[config.mk]
export PLATFORM = sky130hd
export DESIGN_NAME = cam_ctrl
export DESIGN_NICKNAME = d
export VERILOG_FILES = /design/src/rtl/core/cam_pkg.sv /design/src/rtl/core/cam_ctrl.sv
export SDC_FILE = /design/constraint.sdc
export NUM_CORES = 1
export LEC_CHECK = 0
export BUFFER_PORTS_ARGS = -buffer_cell sky130_fd_sc_hd__buf_2
export CAP_MARGIN = 30
export CORE_AREA = 2 2 39 41
export CTS_CLUSTER_SIZE = 16
export DETAILED_ROUTE_END_ITERATION = 6
export DIE_AREA = 0 0 41 43
export SETUP_SLACK_MARGIN = 0.05
export SYNTH_ARGS = -nofsm -noshare
export SYNTH_HDL_FRONTEND = slang
export SYNTH_SLANG_ARGS = --single-unit
[constraint.sdc]
create_clock -name i_clk -period 1.6 [get_ports i_clk]
set_input_delay 0.4 -clock i_clk [delete_from_list [all_inputs] [get_ports i_clk]]
set_output_delay 0.4 -clock i_clk [all_outputs]
set_load 0.01 [all_outputs]
[src/rtl/core/cam_pkg.sv]
// Shared types, constants and codes of the capture-aware move orderer.
package cam_pkg;

    localparam int LIST_DEPTH_DEF = 256;

    localparam int SQ_W        = 6;
    localparam int KIND_W      = 4;
    localparam int MOVE_W      = 16;
    localparam int SCORE_W     = 15;
    localparam int RANK_W      = 2;
    localparam int CFG_W       = 64;
    localparam int CFG_IDX_W   = 4;
    localparam int KILLER_W    = 33;
    localparam int KILLER_VLD  = 32;
    localparam int NUM_PIECES  = 6;
    localparam int NUM_VICTIMS = 5;
    localparam int PIECE_W     = 3;

    typedef logic signed [SCORE_W-1:0] t_score;
    typedef logic [MOVE_W-1:0]         t_move;
    typedef logic [RANK_W-1:0]         t_rank;

    typedef struct packed {
        t_move  move;
        t_score score;
        t_rank  rank;
    } t_entry;

    // Move kinds
    localparam logic [KIND_W-1:0] KIND_QUIET   = 4'd0;
    localparam logic [KIND_W-1:0] KIND_CAPTURE = 4'd1;
    localparam logic [KIND_W-1:0] KIND_PROMO_N = 4'd2;
    localparam logic [KIND_W-1:0] KIND_PROMO_Q = 4'd5;
    localparam logic [KIND_W-1:0] KIND_PCAP_N  = 4'd6;
    localparam logic [KIND_W-1:0] KIND_PCAP_Q  = 4'd9;

    // Register indexes
    localparam logic [CFG_IDX_W-1:0] REG_PAWN   = 4'd0;
    localparam logic [CFG_IDX_W-1:0] REG_KING   = 4'd5;
    localparam logic [CFG_IDX_W-1:0] REG_HASH   = 4'd6;
    localparam logic [CFG_IDX_W-1:0] REG_KILLER = 4'd7;

    // Quiet ranks
    localparam t_rank RANK_NONE   = 2'd0;
    localparam t_rank RANK_KILLER = 2'd1;
    localparam t_rank RANK_MATE   = 2'd2;

    localparam t_score HASH_BONUS = 15'sd10000;

    localparam t_score MVV_LVA [NUM_VICTIMS][NUM_PIECES] = '{
        '{15'sd500,  15'sd400,  15'sd300,  15'sd200,  15'sd100,  15'sd600},
        '{15'sd1100, 15'sd1000, 15'sd900,  15'sd800,  15'sd700,  15'sd1200},
        '{15'sd1700, 15'sd1600, 15'sd1500, 15'sd1400, 15'sd1300, 15'sd1800},
        '{15'sd2300, 15'sd2200, 15'sd2100, 15'sd2000, 15'sd1900, 15'sd2400},
        '{15'sd2900, 15'sd2800, 15'sd2700, 15'sd2600, 15'sd2500, 15'sd3000}
    };

    localparam t_score PROMO_ADJ [4] = '{-15'sd1000, -15'sd2000, -15'sd3000, 15'sd1000};

    typedef enum logic [2:0] {
        ST_IDLE,
        ST_HEAD,
        ST_SCAN,
        ST_WB_HEAD,
        ST_WB_SWAP,
        ST_OUT
    } t_state;

    typedef struct packed {
        logic load;
        logic fetch;
        logic head;
        logic scan;
        logic wb_head;
        logic wb_swap;
        logic out_load;
    } t_cmd;

    typedef struct packed {
        logic list_done;
        logic head_last;
        logic scan_last;
        logic found;
        logic out_free;
    } t_sts;

endpackage

[src/rtl/core/cam_ctrl.sv]
// Controller: sequences loads, the selection scan, the swap write-back and the result.
module cam_ctrl (
    input  logic          i_clk,
    input  logic          i_rst_n,
    input  logic          i_in_valid,
    input  logic          i_req_fetch,
    input  cam_pkg::t_sts i_sts,
    output logic          o_in_ready,
    output cam_pkg::t_cmd o_cmd
);
    import cam_pkg::*;

    t_state r_state;
    t_state n_state;

    always_ff @(posedge i_clk) begin
        if (!i_rst_n) begin
            r_state <= ST_IDLE;
        end else begin
            r_state <= n_state;
        end
    end

    always_comb begin
        n_state = r_state;
        unique case (r_state)
            ST_IDLE: begin
                if (i_in_valid && i_req_fetch) begin
                    n_state = i_sts.list_done ? ST_OUT : ST_HEAD;
                end
            end
            ST_HEAD: begin
                n_state = i_sts.head_last ? ST_OUT : ST_SCAN;
            end
            ST_SCAN: begin
                if (i_sts.scan_last) begin
                    n_state = ST_WB_HEAD;
                end
            end
            ST_WB_HEAD: begin
                n_state = i_sts.found ? ST_WB_SWAP : ST_OUT;
            end
            ST_WB_SWAP: begin
                n_state = ST_OUT;
            end
            ST_OUT: begin
                if (i_sts.out_free) begin
                    n_state = ST_IDLE;
                end
            end
            default: begin
                n_state = ST_IDLE;
            end
        endcase
    end

    always_comb begin
        o_in_ready = (r_state == ST_IDLE);
        o_cmd      = '0;
        unique case (r_state)
            ST_IDLE: begin
                o_cmd.load  = i_in_valid && !i_req_fetch;
                o_cmd.fetch = i_in_valid && i_req_fetch;
            end
            ST_HEAD:    o_cmd.head     = 1'b1;
            ST_SCAN:    o_cmd.scan     = 1'b1;
            ST_WB_HEAD: o_cmd.wb_head  = i_sts.found;
            ST_WB_SWAP: o_cmd.wb_swap  = 1'b1;
            ST_OUT:     o_cmd.out_load = i_sts.out_free;
            default:    o_cmd          = '0;
        endcase
    end

endmodule

After elaboration in Yosys (flattened, before gate mapping)
Index checks and enable logic that the tools add are counted.
- logic and storage cells: 27
- bits of input ports: 9
- register bits: 3
- reductions and logical operators: 5
- mux-type cells: 13
- equality and inequality tests: 8
- operators with widths (kind ; number):
    one-hot mux 3 bit (6 select lines) ; 1
    2-to-1 mux 3 bit ; 5
    equality test 3 x 2 -> 1 bit (second input constant) ; 2
    equality test 3 bit (second input constant) ; 2
    2-to-1 mux 1 bit ; 6
    inequality test 2 bit (second input constant) ; 2
    equality test 3 x 1 -> 1 bit (second input constant) ; 1
    zero test 3 bit ; 1
    AND reduction 3 bit ; 1
    logical AND 1 bit ; 2
    2-to-1 mux 2 bit ; 1
    inequality test 2 x 1 -> 1 bit (second input constant) ; 1
    zero test 1 bit ; 1

Depth between registers and ports, before layout
Gate-level depths: netlist (run 1).
- depth in word-level cells: 3
- mapped depth: 4
- gate-level depth less buffers: 3

Least setup slack after synthesis (run 1)
OpenSTA, ideal clock, no wires.
- path kind: register to output
- start point: register r_state[2]
- end point: output port o_cmd[6] (netlist bit)
- stages on the path, launching flop included: 5
- data arrival time: 1.137 ns
- buffers on the path: 1
- path slack: 0.063 ns
- cell sequence: dfxtp_1 > clkbuf_1 > nor3_1 > nand2_1 > nor2_1
- RTL lines (element ; line ; text):
    start: declaration ; cam_ctrl.sv:13 ; t_state r_state;
    start signal: assignment ; cam_ctrl.sv:20 ; r_state <= n_state;
    end: declaration ; cam_ctrl.sv:9 ; output cam_pkg::t_cmd o_cmd

==> results of run 1 <==
==> worst max-delay path by stage <==
stage                    start        to  slack (ns)  cells past startpoint
floorplan           r_state[2]  o_cmd[6]        0.06                      4
global placement    r_state[2]  o_cmd[5]        0.21                      3
detailed placement  r_state[2]  o_cmd[5]        0.20                      3
CTS                 r_state[2]  o_cmd[5]        0.03                      3
global route        r_state[1]  o_cmd[6]        0.04                      4
finish              r_state[1]  o_cmd[5]        0.12                      3
==> power by group through the flow <==
stage          Sequential, mW  Clock (mW)  Combinational [mW]
6_report                0.188       0.133               0.311
5_1_grt                 0.196       0.145               0.345
4_1_cts                 0.179       0.143               0.269
3_5_place_dp            0.172           0               0.265
3_3_place_gp            0.169           0               0.262
2_1_floorplan           0.112           0               0.262
==> timing repair <==
item / CTS / global route
endpoints found under the hold margin: 0 / 0
gates cloned: 0 / 0
gates resized for setup: 3 / 5
buffers inserted: 0 / 2
pin swaps: 1 / 1
endpoints found under the setup margin: 4 / 6
==> metal layers <==
layer / up-vias / global-route usage / part of all wire
li1: 156 / - / -
met1: 125 / 0.08654 / 0.46
met2: 13 / 0.09063 / 0.44
met3: 2 / 0.01571 / 0.074
met4: 0 / 0.08000 / 0.023
met5: - / 0 / 0
==> cell families (layout without fill, tap and decap cells) <==
group                  Yosys count  count (layout)  synth area share
and+or+nand+nor                 14              14            0.3366
muxes                            1               1           0.03903
DFF                              3               3            0.2342
buffers and inverters            6              25            0.1219
AOI/OAI and AO/OA                9               9            0.2683
==> critical path, delay by kind of cell, from the launching register on <==
| family | cells | cell delay [ns] |
|---|---|---|
| and+or+nand+nor | 2 | 0.37 |
| buffers and inverters | 1 | 0.12 |
| DFF | 1 | 0.36 |
==> stage by stage <==
step,hold slack (ns),power (mW),utilization
after CTS,0.4515,0.5912,0.2676
after floorplan,0.5603,0.3736,-
after global placement,0.6559,0.4306,0.2432
after global routing,0.4902,0.6867,0.2893
final,0.4575,0.6325,0.2893
after detailed placement,0.6719,0.4366,0.2432
==> cell type report <==
cell class | instances | area (sq um) | share of cell area
clock buffer | 4 | 26.28 | 0.06563
inverter | 3 | 11.26 | 0.02812
multi-input combinational | 24 | 181.4 | 0.4531
sequential | 3 | 68.82 | 0.1719
tap | 16 | 20.02 | 0.05000
timing repair buffer | 18 | 92.59 | 0.2313
==> cells in the final DEF (no fill, tap or decap), types with 2 or more instances in the layout <==
cell | synthesis | routed
a21o_1 | 2 | 2
a21oi_1 | 3 | 3
buf_2 | 1 | 16
clkbuf_4 | 0 | 3
dfxtp_4 | 0 | 2
inv_1 | 3 | 3
nor2_1 | 3 | 3
nor3b_1 | 3 | 2
o21bai_1 | 2 | 2
==> flow_metrics.py, run 1 <==
metrics = {
    "status": {
        "status": "finished, final reports clean",
    },
    "finish": {
        "reg.largest.list": "r_state (3)",
        "fillers": 164,
        "final_cells": 68,
        "top_register": "r_state",
        "diodes": 0,
        "fin_area_sq_um": 400.4,
        "syn2layout_area_growth_pct": 56.10,
        "drive_above_1_share": 0.5192,
        "nNetsFinal": 62,
        "largest_reg_flops": 3,
    },
    "pwr": {
        "p_sw_mw": 0.2498,
        "p_clk_frac": 0.211,
        "p_leak_nw": 0.2155,
        "netSwitchingFraction": 0.3950,
        "p_per_area_mw_per_mm2": 1580,
        "vdd_drop_max_mv": 0.4928,
        "p_seq_frac": 0.297,
        "internal_power_mw": 0.3827,
        "power_frac_comb": 0.492,
    },
    "job": {
        "drv_cap": 0,
    },
    "routing": {
        "dr_total_vias": 296,
        "drt.antenna.violating_nets": 0,
        "drc_errors": 0,
        "wl_per_cell_um": 9.118,
        "dr.first_iter.drc_count": 2,
        "drtPass1Iterations": 2,
        "wirelength_um": 620,
        "vias_per_cell": 4.353,
    },
    "worst_setup_path": {
        "critPathSlowestCell": "dfxtp_4",
        "r2r_start": "r_state[1]",
        "path_max_fanout": 7,
        "r2r_cells": 4,
        "crit_chain": "nor3_4 > and3_1 > buf_2",
        "regToRegSetupSlack_ns": 0.35,
        "slowest_delay_ns": 0.36,
        "end_kind": "primary output",
        "cp_data_required_time_ns": 1.20,
        "crit_type": "register to primary output",
        "cp.arrival_ns": 1.08,
        "cp-start-kind": "register",
        "r2r_end": "r_state[0]",
    },
    "min_path": {
        "hold_class": "input pin to register",
        "whs_path_depth": 3,
        "min_to": "r_state[1]",
        "holdCritStartpoint": "i_rst_n",
    },
    "global_route": {
        "antenna_found_initial": 0,
        "track_usage": 0.07121,
        "grt_pass1_wl_um": 793,
        "grt_overflow_total": 0,
        "grt_pass1_vias": 203,
        "grt_max_degree": 13,
    },
    "yosys": {
        "synth_edf_count": 0,
        "synth_nets": 42,
        "synthesis.area_sq_um": 256.5,
        "synth.distinct_cells": 20,
        "synth.top_cell.area_share": 0.2341,
        "synth_top_area_cell": "dfxtp_1",
        "synth_area_per_cell_sq_um": 7.773,
        "ys.flop_type": "dfxtp_1",
        "synthCells": 33,
        "seq_area_frac_synth": 0.2341,
        "ys_warn_count": 0,
        "synth_area_leaders": "dfxtp_1, nor3b_1, o32ai_2",
        "ys_top_cells_by_count": "a21oi_1, dfxtp_1, inv_1, nor2_1, nor3b_1",
        "async_flop_share": 0,
        "synth-seq-cells": 3,
    },
    "clock_network": {
        "cts_tree": "done",
        "clock_path_buffers": 2,
        "insertion_delay_ns": 0.23,
        "cts_inserted_buffers": 3,
        "hold_buffers": 0,
        "h-tree-depth": 1,
        "cts.clk_slew.worst_paths_ns": 0.04,
        "clockRootBuffer": "clkbuf_4",
        "cts_num_sinks": 3,
    },
    "sta": {
        "setup_tns_ns": 0,
        "worst_slew_margin_rel": 0.8210,
        "maxSlewViolCount": 0,
        "clock_skew_ns": 0.0006364,
        "layout_setup_ws_ns": 0.1237,
        "period_needed_ns": 1.476,
        "tightestPinTransition_ns": 0.2664,
        "rsz0062_at_grt": "yes",
        "fmax_mhz": 677.4,
        "finalHoldViolations": 0,
        "finalSetupViolations": 0,
        "fin_crit_sh": 0.9227,
    },
    "placed_design": {
        "pre_cts_ws_ns": 0.1965,
        "hpwl_um": 468.3,
        "io_buffers": 16,
        "place.gp.congestion": 0.6856,
        "place_inst": 62,
        "placed_area_sq_um": 336.6,
    },
    "floorplan": {
        "fp.coreArea_sq_mm": 0.001384,
        "io_pins": 17,
        "die_h_um": 43,
        "rows": 14,
        "die_area_sq_mm": 0.001763,
        "start_util": 0.1854,
        "die_x_um": 41,
    },
}
Note: power is estimated with default switching activity, not from simulation.
==> run 2, diff against run 1 <==
Settings changed: ABC_AREA set to 1.
==> flow_metrics.py, run 2 <==
metrics = {
    "finish": {
        "final_common_cell": "buf_2",
        "syn2layout_area_growth_pct": 67.01,
        "reg.largest.list": "r_state (3)",
        "top_register": "r_state",
        "nNetsFinal": 79,
        "diodes": 0,
        "largest_reg_flops": 3,
        "layout_common_cells": "buf_2, nand2_1, inv_1",
        "final_cells": 85,
        "drive_above_1_share": 0.4348,
    },
    "min_path": {
        "hold_class": "input pin to register",
        "holdCritStartpoint": "i_rst_n",
        "min_to": "r_state[1]",
        "whs_path_depth": 3,
    },
    "yosys": {
        "synthesis.area_sq_um": 242.7,
        "synth_compound_area_frac": 0.08247,
        "synth-seq-cells": 3,
        "synth_edf_count": 0,
        "ys.flop_type": "dfxtp_1",
        "async_flop_share": 0,
        "synth_area_per_cell_sq_um": 5.165,
        "synth_area_leaders": "dfxtp_1, nor2_1, inv_1",
        "synthAdderAreaFrac": 0,
        "synthSimpleGateAreaFrac": 0.5000,
        "synth.top_cell.area_share": 0.2474,
        "synthMostInstantiatedCell": "nor2_1",
        "synthCells": 47,
        "synth_top_family_by_area": "simple AND/OR/NAND/NOR gates",
        "muxShareOfSynthArea": 0,
        "ys_top_cells_by_count": "nor2_1, inv_1, nand2_1, nand3_1",
        "synth.distinct_cells": 11,
        "synth_xor_area_frac": 0,
        "synth_top_area_cell": "dfxtp_1",
        "seq_area_frac_synth": 0.2474,
        "ys_warn_count": 0,
        "synth_nets": 56,
    },
    "routing": {
        "wl_per_cell_um": 7.812,
        "vias_per_cell": 3.871,
        "drtPass1Iterations": 2,
        "dr.first_iter.drc_count": 5,
        "drt.antenna.violating_nets": 0,
        "drc_errors": 0,
        "wirelength_um": 664,
        "dr_total_vias": 329,
    },
    "pwr": {
        "p_clk_frac": 0.229,
        "netSwitchingFraction": 0.4177,
        "p_per_area_mw_per_mm2": 1420,
        "p_seq_frac": 0.259,
        "vdd_drop_max_mv": 0.3266,
        "p_leak_nw": 0.2324,
        "internal_power_mw": 0.3353,
        "p_sw_mw": 0.2405,
        "power_frac_comb": 0.512,
    },
    "sta": {
        "period_needed_ns": 1.513,
        "setup_tns_ns": 0,
        "clock_skew_ns": 0.003490,
        "finalSetupViolations": 0,
        "rsz0062_at_grt": "yes",
        "tightestPinTransition_ns": 0.1714,
        "maxSlewViolCount": 0,
        "fin_crit_sh": 0.9455,
        "fmax_mhz": 661.1,
        "worst_slew_margin_rel": 0.8857,
        "finalHoldViolations": 0,
    },
    "clock_network": {
        "cts.clk_slew.worst_paths_ns": 0.04,
        "clock_path_buffers": 2,
        "cts_inserted_buffers": 3,
        "cts_num_sinks": 3,
        "hold_buffers": 0,
        "h-tree-depth": 1,
        "insertion_delay_ns": 0.23,
        "clockRootBuffer": "clkbuf_4",
        "cts_tree": "done",
    },
    "global_route": {
        "grt_pass1_wl_um": 993,
        "antenna_found_initial": 0,
        "track_usage": 0.08626,
        "grt_max_degree": 8,
        "grt_pass1_vias": 285,
        "grt_overflow_total": 0,
    },
    "worst_setup_path": {
        "end_kind": "primary output",
        "r2r_end": "r_state[2]",
        "cp-start-kind": "register",
        "cp_data_required_time_ns": 1.20,
        "path_max_fanout": 6,
        "r2r_start": "r_state[1]",
        "r2r_cells": 7,
        "regToRegSetupSlack_ns": 0.55,
        "cp.arrival_ns": 1.11,
        "crit_type": "register to primary output",
    },
    "placed_design": {
        "io_buffers": 16,
        "place_inst": 80,
        "place.gp.congestion": 0.6900,
        "hpwl_um": 536,
    },
    "status": {
        "status": "finished, final reports clean",
    },
    "job": {
        "drv_cap": 0,
    },
    "floorplan": {
        "die_area_sq_mm": 0.001763,
        "rows": 14,
        "die_x_um": 41,
        "start_util": 0.1754,
        "fp.coreArea_sq_mm": 0.001384,
        "die_h_um": 43,
        "io_pins": 17,
    },
}
[run 2: cell types whose count changed after synthesis, moves of 2 or more]
cell	before	now
o21bai_1	2	0
a21o_1	2	0
inv_1	3	10
nor2_1	3	11
nor3b_1	3	0
nand3_1	0	5
nand2_1	1	10
[run 2: cell families (layout without fill, tap and decap cells)]
kind of cell           count (synthesis)  after routing
AO/OA/AOI/OAI                          4              4
buffers and inverters                 11             33
flip-flops                             3              3
AND/OR/NAND/NOR                       29             29
[run 2: area by class of cell]
cell class,count,area (sq um)
Timing Repair Buffer,18,95.09
Tap cell,16,20.02
Fill cell,168,978.4
Multi-Input combinational cell,33,153.9
Clock buffer,4,26.28
Inverter,11,41.29
Sequential cell,3,68.82
[run 2: worst max-delay path by stage]
| stage | to | depth (start not counted) | start | slack, ns |
|---|---|---|---|---|
| 2_1_floorplan | o_cmd[6] | 5 | r_state[1] | 0.16 |
| 3_3_place_gp | o_cmd[6] | 6 | r_state[1] | 0.28 |
| 3_5_place_dp | o_cmd[6] | 6 | r_state[1] | 0.23 |
| 4_1_cts | o_cmd[6] | 6 | r_state[0] | 0.07 |
| 5_1_grt | o_cmd[6] | 6 | r_state[1] | 0.004 |
| 6_report | o_cmd[6] | 6 | r_state[1] | 0.09 |
[run 2: critical path: stages, from the launching register on]
cell,delay [ns]
dfxtp_4,0.36
nor2_4,0.12
inv_2,0.05
nor2_2,0.10
nand2_1,0.06
nor2_1,0.07
buf_2,0.13
[run 2: what timing repair did]
item                                    in CTS  in global routing
endpoints found under the setup margin       2                  3
pin swaps                                    2                  2
resized for setup                            6                  4
setup buffers                                0                  1
[run 2: layer usage]
layer / global-route usage / part of all wire / wire length, um
met3: 0.04712 / 0.051 / 34
met1: 0.08654 / 0.46 / 304
met2: 0.1281 / 0.48 / 317
met5: 0 / 0 / 0
met4: 0.06000 / 0.0090 / 6
[run 2: power by group through the flow]
| stage | Clock (mW) | Sequential (mW) | Combinational (mW) |
|---|---|---|---|
| 3_3_place_gp | 0 | 0.131 | 0.258 |
| 6_report | 0.132 | 0.149 | 0.295 |
| 3_5_place_dp | 0 | 0.132 | 0.261 |
| 4_1_cts | 0.138 | 0.142 | 0.278 |
| 2_1_floorplan | 0 | 0.125 | 0.167 |
| 5_1_grt | 0.155 | 0.154 | 0.327 |
[run 2: metrics by stage]
stage | hold slack [ns] | util | area, sq um | power (mW) | setup WS, ns
3_5_place_dp | 0.5649 | 0.2532 | 350.3 | 0.3928 | 0.2337
3_3_place_gp | 0.5549 | 0.2532 | 350.3 | 0.3886 | 0.2846
5_1_grt | 0.4365 | 0.2929 | 405.4 | 0.6362 | 0.003610
4_1_cts | 0.4254 | 0.2812 | 389.1 | 0.5585 | 0.06562
2_1_floorplan | 0.5145 | - | 242.7 | 0.2926 | 0.1634
6_report | 0.4293 | 0.2929 | 405.4 | 0.5758 | 0.08727
==> run 3, diff against run 2 <==
Settings changed: CELL_PAD_IN_SITES_DETAIL_PLACEMENT set to 0, CELL_PAD_IN_SITES_GLOBAL_PLACEMENT set to 1, CORE_AREA 2 2 39 41 to 4 4 41 43, CTS_BUF_LIST set to sky130_fd_sc_hd__clkbuf_16, DIE_AREA 0 0 41 43 to 0 0 45 47, PLACE_DENSITY_LB_ADDON set to 0.1.
==> flow_metrics.py, run 3 (same netlist as run 2, synthesis figures left out) <==
metrics = {
    "pwr": {
        "netSwitchingFraction": 0.3178,
        "p_seq_frac": 0.161,
        "vdd_drop_max_mv": 1.279,
        "p_per_area_mw_per_mm2": 1826,
        "internal_power_mw": 0.5626,
        "p_leak_nw": 0.2622,
        "power_frac_comb": 0.372,
        "p_clk_frac": 0.468,
        "power.total_mw": 0.8247,
        "p_sw_mw": 0.2621,
    },
    "sta": {
        "rsz0062_at_grt": "yes",
        "fin_crit_sh": 0.9404,
        "maxSlewViolCount": 0,
        "clock_skew_ns": 0.003837,
        "worst_slew_margin_rel": 0.8970,
        "tightestPinTransition_ns": 0.1544,
        "layout_setup_ws_ns": 0.09540,
        "fmax_mhz": 664.6,
        "finalHoldViolations": 0,
        "finalSetupViolations": 0,
        "setup_tns_ns": 0,
        "period_needed_ns": 1.505,
    },
    "finish": {
        "diodes": 0,
        "layout_common_cells": "buf_2, nand2_1, inv_1",
        "largest_reg_flops": 3,
        "nNetsFinal": 80,
        "syn2layout_area_growth_pct": 86.08,
        "multi_input_area_sq_um": 146.4,
        "fin_util": 0.3471,
        "reg.largest.list": "r_state (3)",
        "ff_latch_area_sq_um": 63.81,
        "final_common_cell": "buf_2",
        "drive_above_1_share": 0.4286,
        "fin_area_sq_um": 451.7,
        "fillers": 162,
        "top_register": "r_state",
    },
    "job": {
        "drv_cap": 0,
    },
    "clock_network": {
        "h-tree-depth": 1,
        "clock_path_buffers": 2,
        "insertion_delay_ns": 0.22,
        "cts_inserted_buffers": 3,
        "cts_tree": "done",
        "cts_num_sinks": 3,
        "cts.clk_slew.worst_paths_ns": 0.03,
        "clockRootBuffer": "clkbuf_16",
        "hold_buffers": 0,
    },
    "worst_setup_path": {
        "critPathBufInv": 2,
        "cp.arrival_ns": 1.10,
        "crit_chain": "nor2_2 > inv_2 > nor2_2 > nand2_1 > nor2_1 > buf_2",
        "r2r_start": "r_state[1]",
        "path_delay_family": "simple AND/OR/NAND/NOR gates",
        "cp-start-kind": "register",
        "critPathSlowestCell": "dfxtp_2",
        "slowest_delay_ns": 0.33,
        "r2r_cells": 8,
        "critPathMostFrequentCell": "nor2_2",
        "regToRegSetupSlack_ns": 0.41,
        "cp_data_required_time_ns": 1.20,
        "r2r_end": "r_state[0]",
        "end_kind": "primary output",
        "crit_type": "register to primary output",
        "path_max_fanout": 6,
    },
    "placed_design": {
        "pre_cts_ws_ns": 0.1411,
        "hpwl_um": 612.3,
        "place.gp.congestion": 0.6334,
        "io_buffers": 16,
        "placed_area_sq_um": 349.1,
    },
    "global_route": {
        "use_met3": 0.03448,
        "grt_pass1_vias": 311,
        "grt_pass1_wl_um": 1290,
        "grt_max_degree": 8,
        "grt_busiest_layer": "met2",
        "grt_overflow_total": 0,
        "grt_use_met1": 0.1179,
        "use_met2": 0.1215,
        "antenna_found_initial": 0,
        "track_usage": 0.08445,
    },
    "min_path": {
        "hold_class": "input pin to register",
        "whs_path_depth": 4,
        "min_to": "r_state[1]",
        "holdCritStartpoint": "i_sts[3]",
    },
    "floorplan": {
        "die_h_um": 47,
        "start_util": 0.1865,
        "rows": 13,
        "io_pins": 17,
        "fp.coreArea_sq_mm": 0.001301,
        "die_area_sq_mm": 0.002115,
        "die_x_um": 45,
    },
    "routing": {
        "wl_per_cell_um": 8.753,
        "dr.first_iter.drc_count": 1,
        "dr_total_vias": 338,
        "drc_errors": 0,
        "vias_per_cell": 3.976,
        "wirelength_um": 744,
        "drtPass1Iterations": 2,
        "drt.antenna.violating_nets": 0,
    },
    "status": {
        "status": "finished, final reports clean",
    },
}
==> run 3: cell count changes in the layout (fill, tap and decap cells not counted), sizes merged <==
cell,change
buf,+1
inv,+1
clkbuf,-1
==> run 3: worst min-delay path, delay by kind of cell <==
kind	cells	cell delay, ns
AO/OA/AOI/OAI	1	0.05
buffers and inverters	2	0.12
AND/OR/NAND/NOR	1	0.05
==> run 3: power by group through the flow <==
stage / Combinational, mW / Clock (mW) / Sequential (mW)
final: 0.307 / 0.386 / 0.132
after global routing: 0.362 / 0.401 / 0.138
after CTS: 0.288 / 0.393 / 0.126
after detailed placement: 0.268 / 0 / 0.125
after global placement: 0.277 / 0 / 0.126
after floorplan: 0.167 / 0 / 0.125
==> run 3: worst max-delay path by stage <==
stage	from	end	slack, ns	cells past startpoint
after floorplan	r_state[1]	o_cmd[6]	0.16	5
after global placement	r_state[1]	o_cmd[6]	0.17	6
after detailed placement	r_state[1]	o_cmd[6]	0.14	6
after CTS	r_state[1]	o_cmd[6]	0.06	6
after global routing	r_state[1]	o_cmd[6]	0.01	6
final	r_state[1]	o_cmd[6]	0.1	6
==> run 3: stage by stage <==
stage	hold slack, ns	std cells
finish	0.4458	85
global route	0.4750	85
CTS	0.4567	84
detailed placement	0.5615	79
global placement	0.5592	79
floorplan	0.5145	47
==> run 3: what timing repair did <==
action | CTS | global route
setup endpoints to repair | 3 | 5
gates resized for setup | 1 | 5
setup buffers | 1 | 1
pin swaps | 1 | 2
==> run 3: per-layer routing <==
layer,share of wire,vias to the layer above
met5,0,-
met4,0,0
met3,0.12,0
met2,0.42,14
met1,0.46,136
li1,-,188
==> run 3: cell type report <==
cell class / instances / area share
well taps: 15 / 0.04155
repair buffers: 19 / 0.2271
clock inverters: 1 / 0.008310
multi-input cells: 33 / 0.3241
clock buffers: 3 / 0.1662
inverters: 11 / 0.09141
flip-flops and latches: 3 / 0.1413
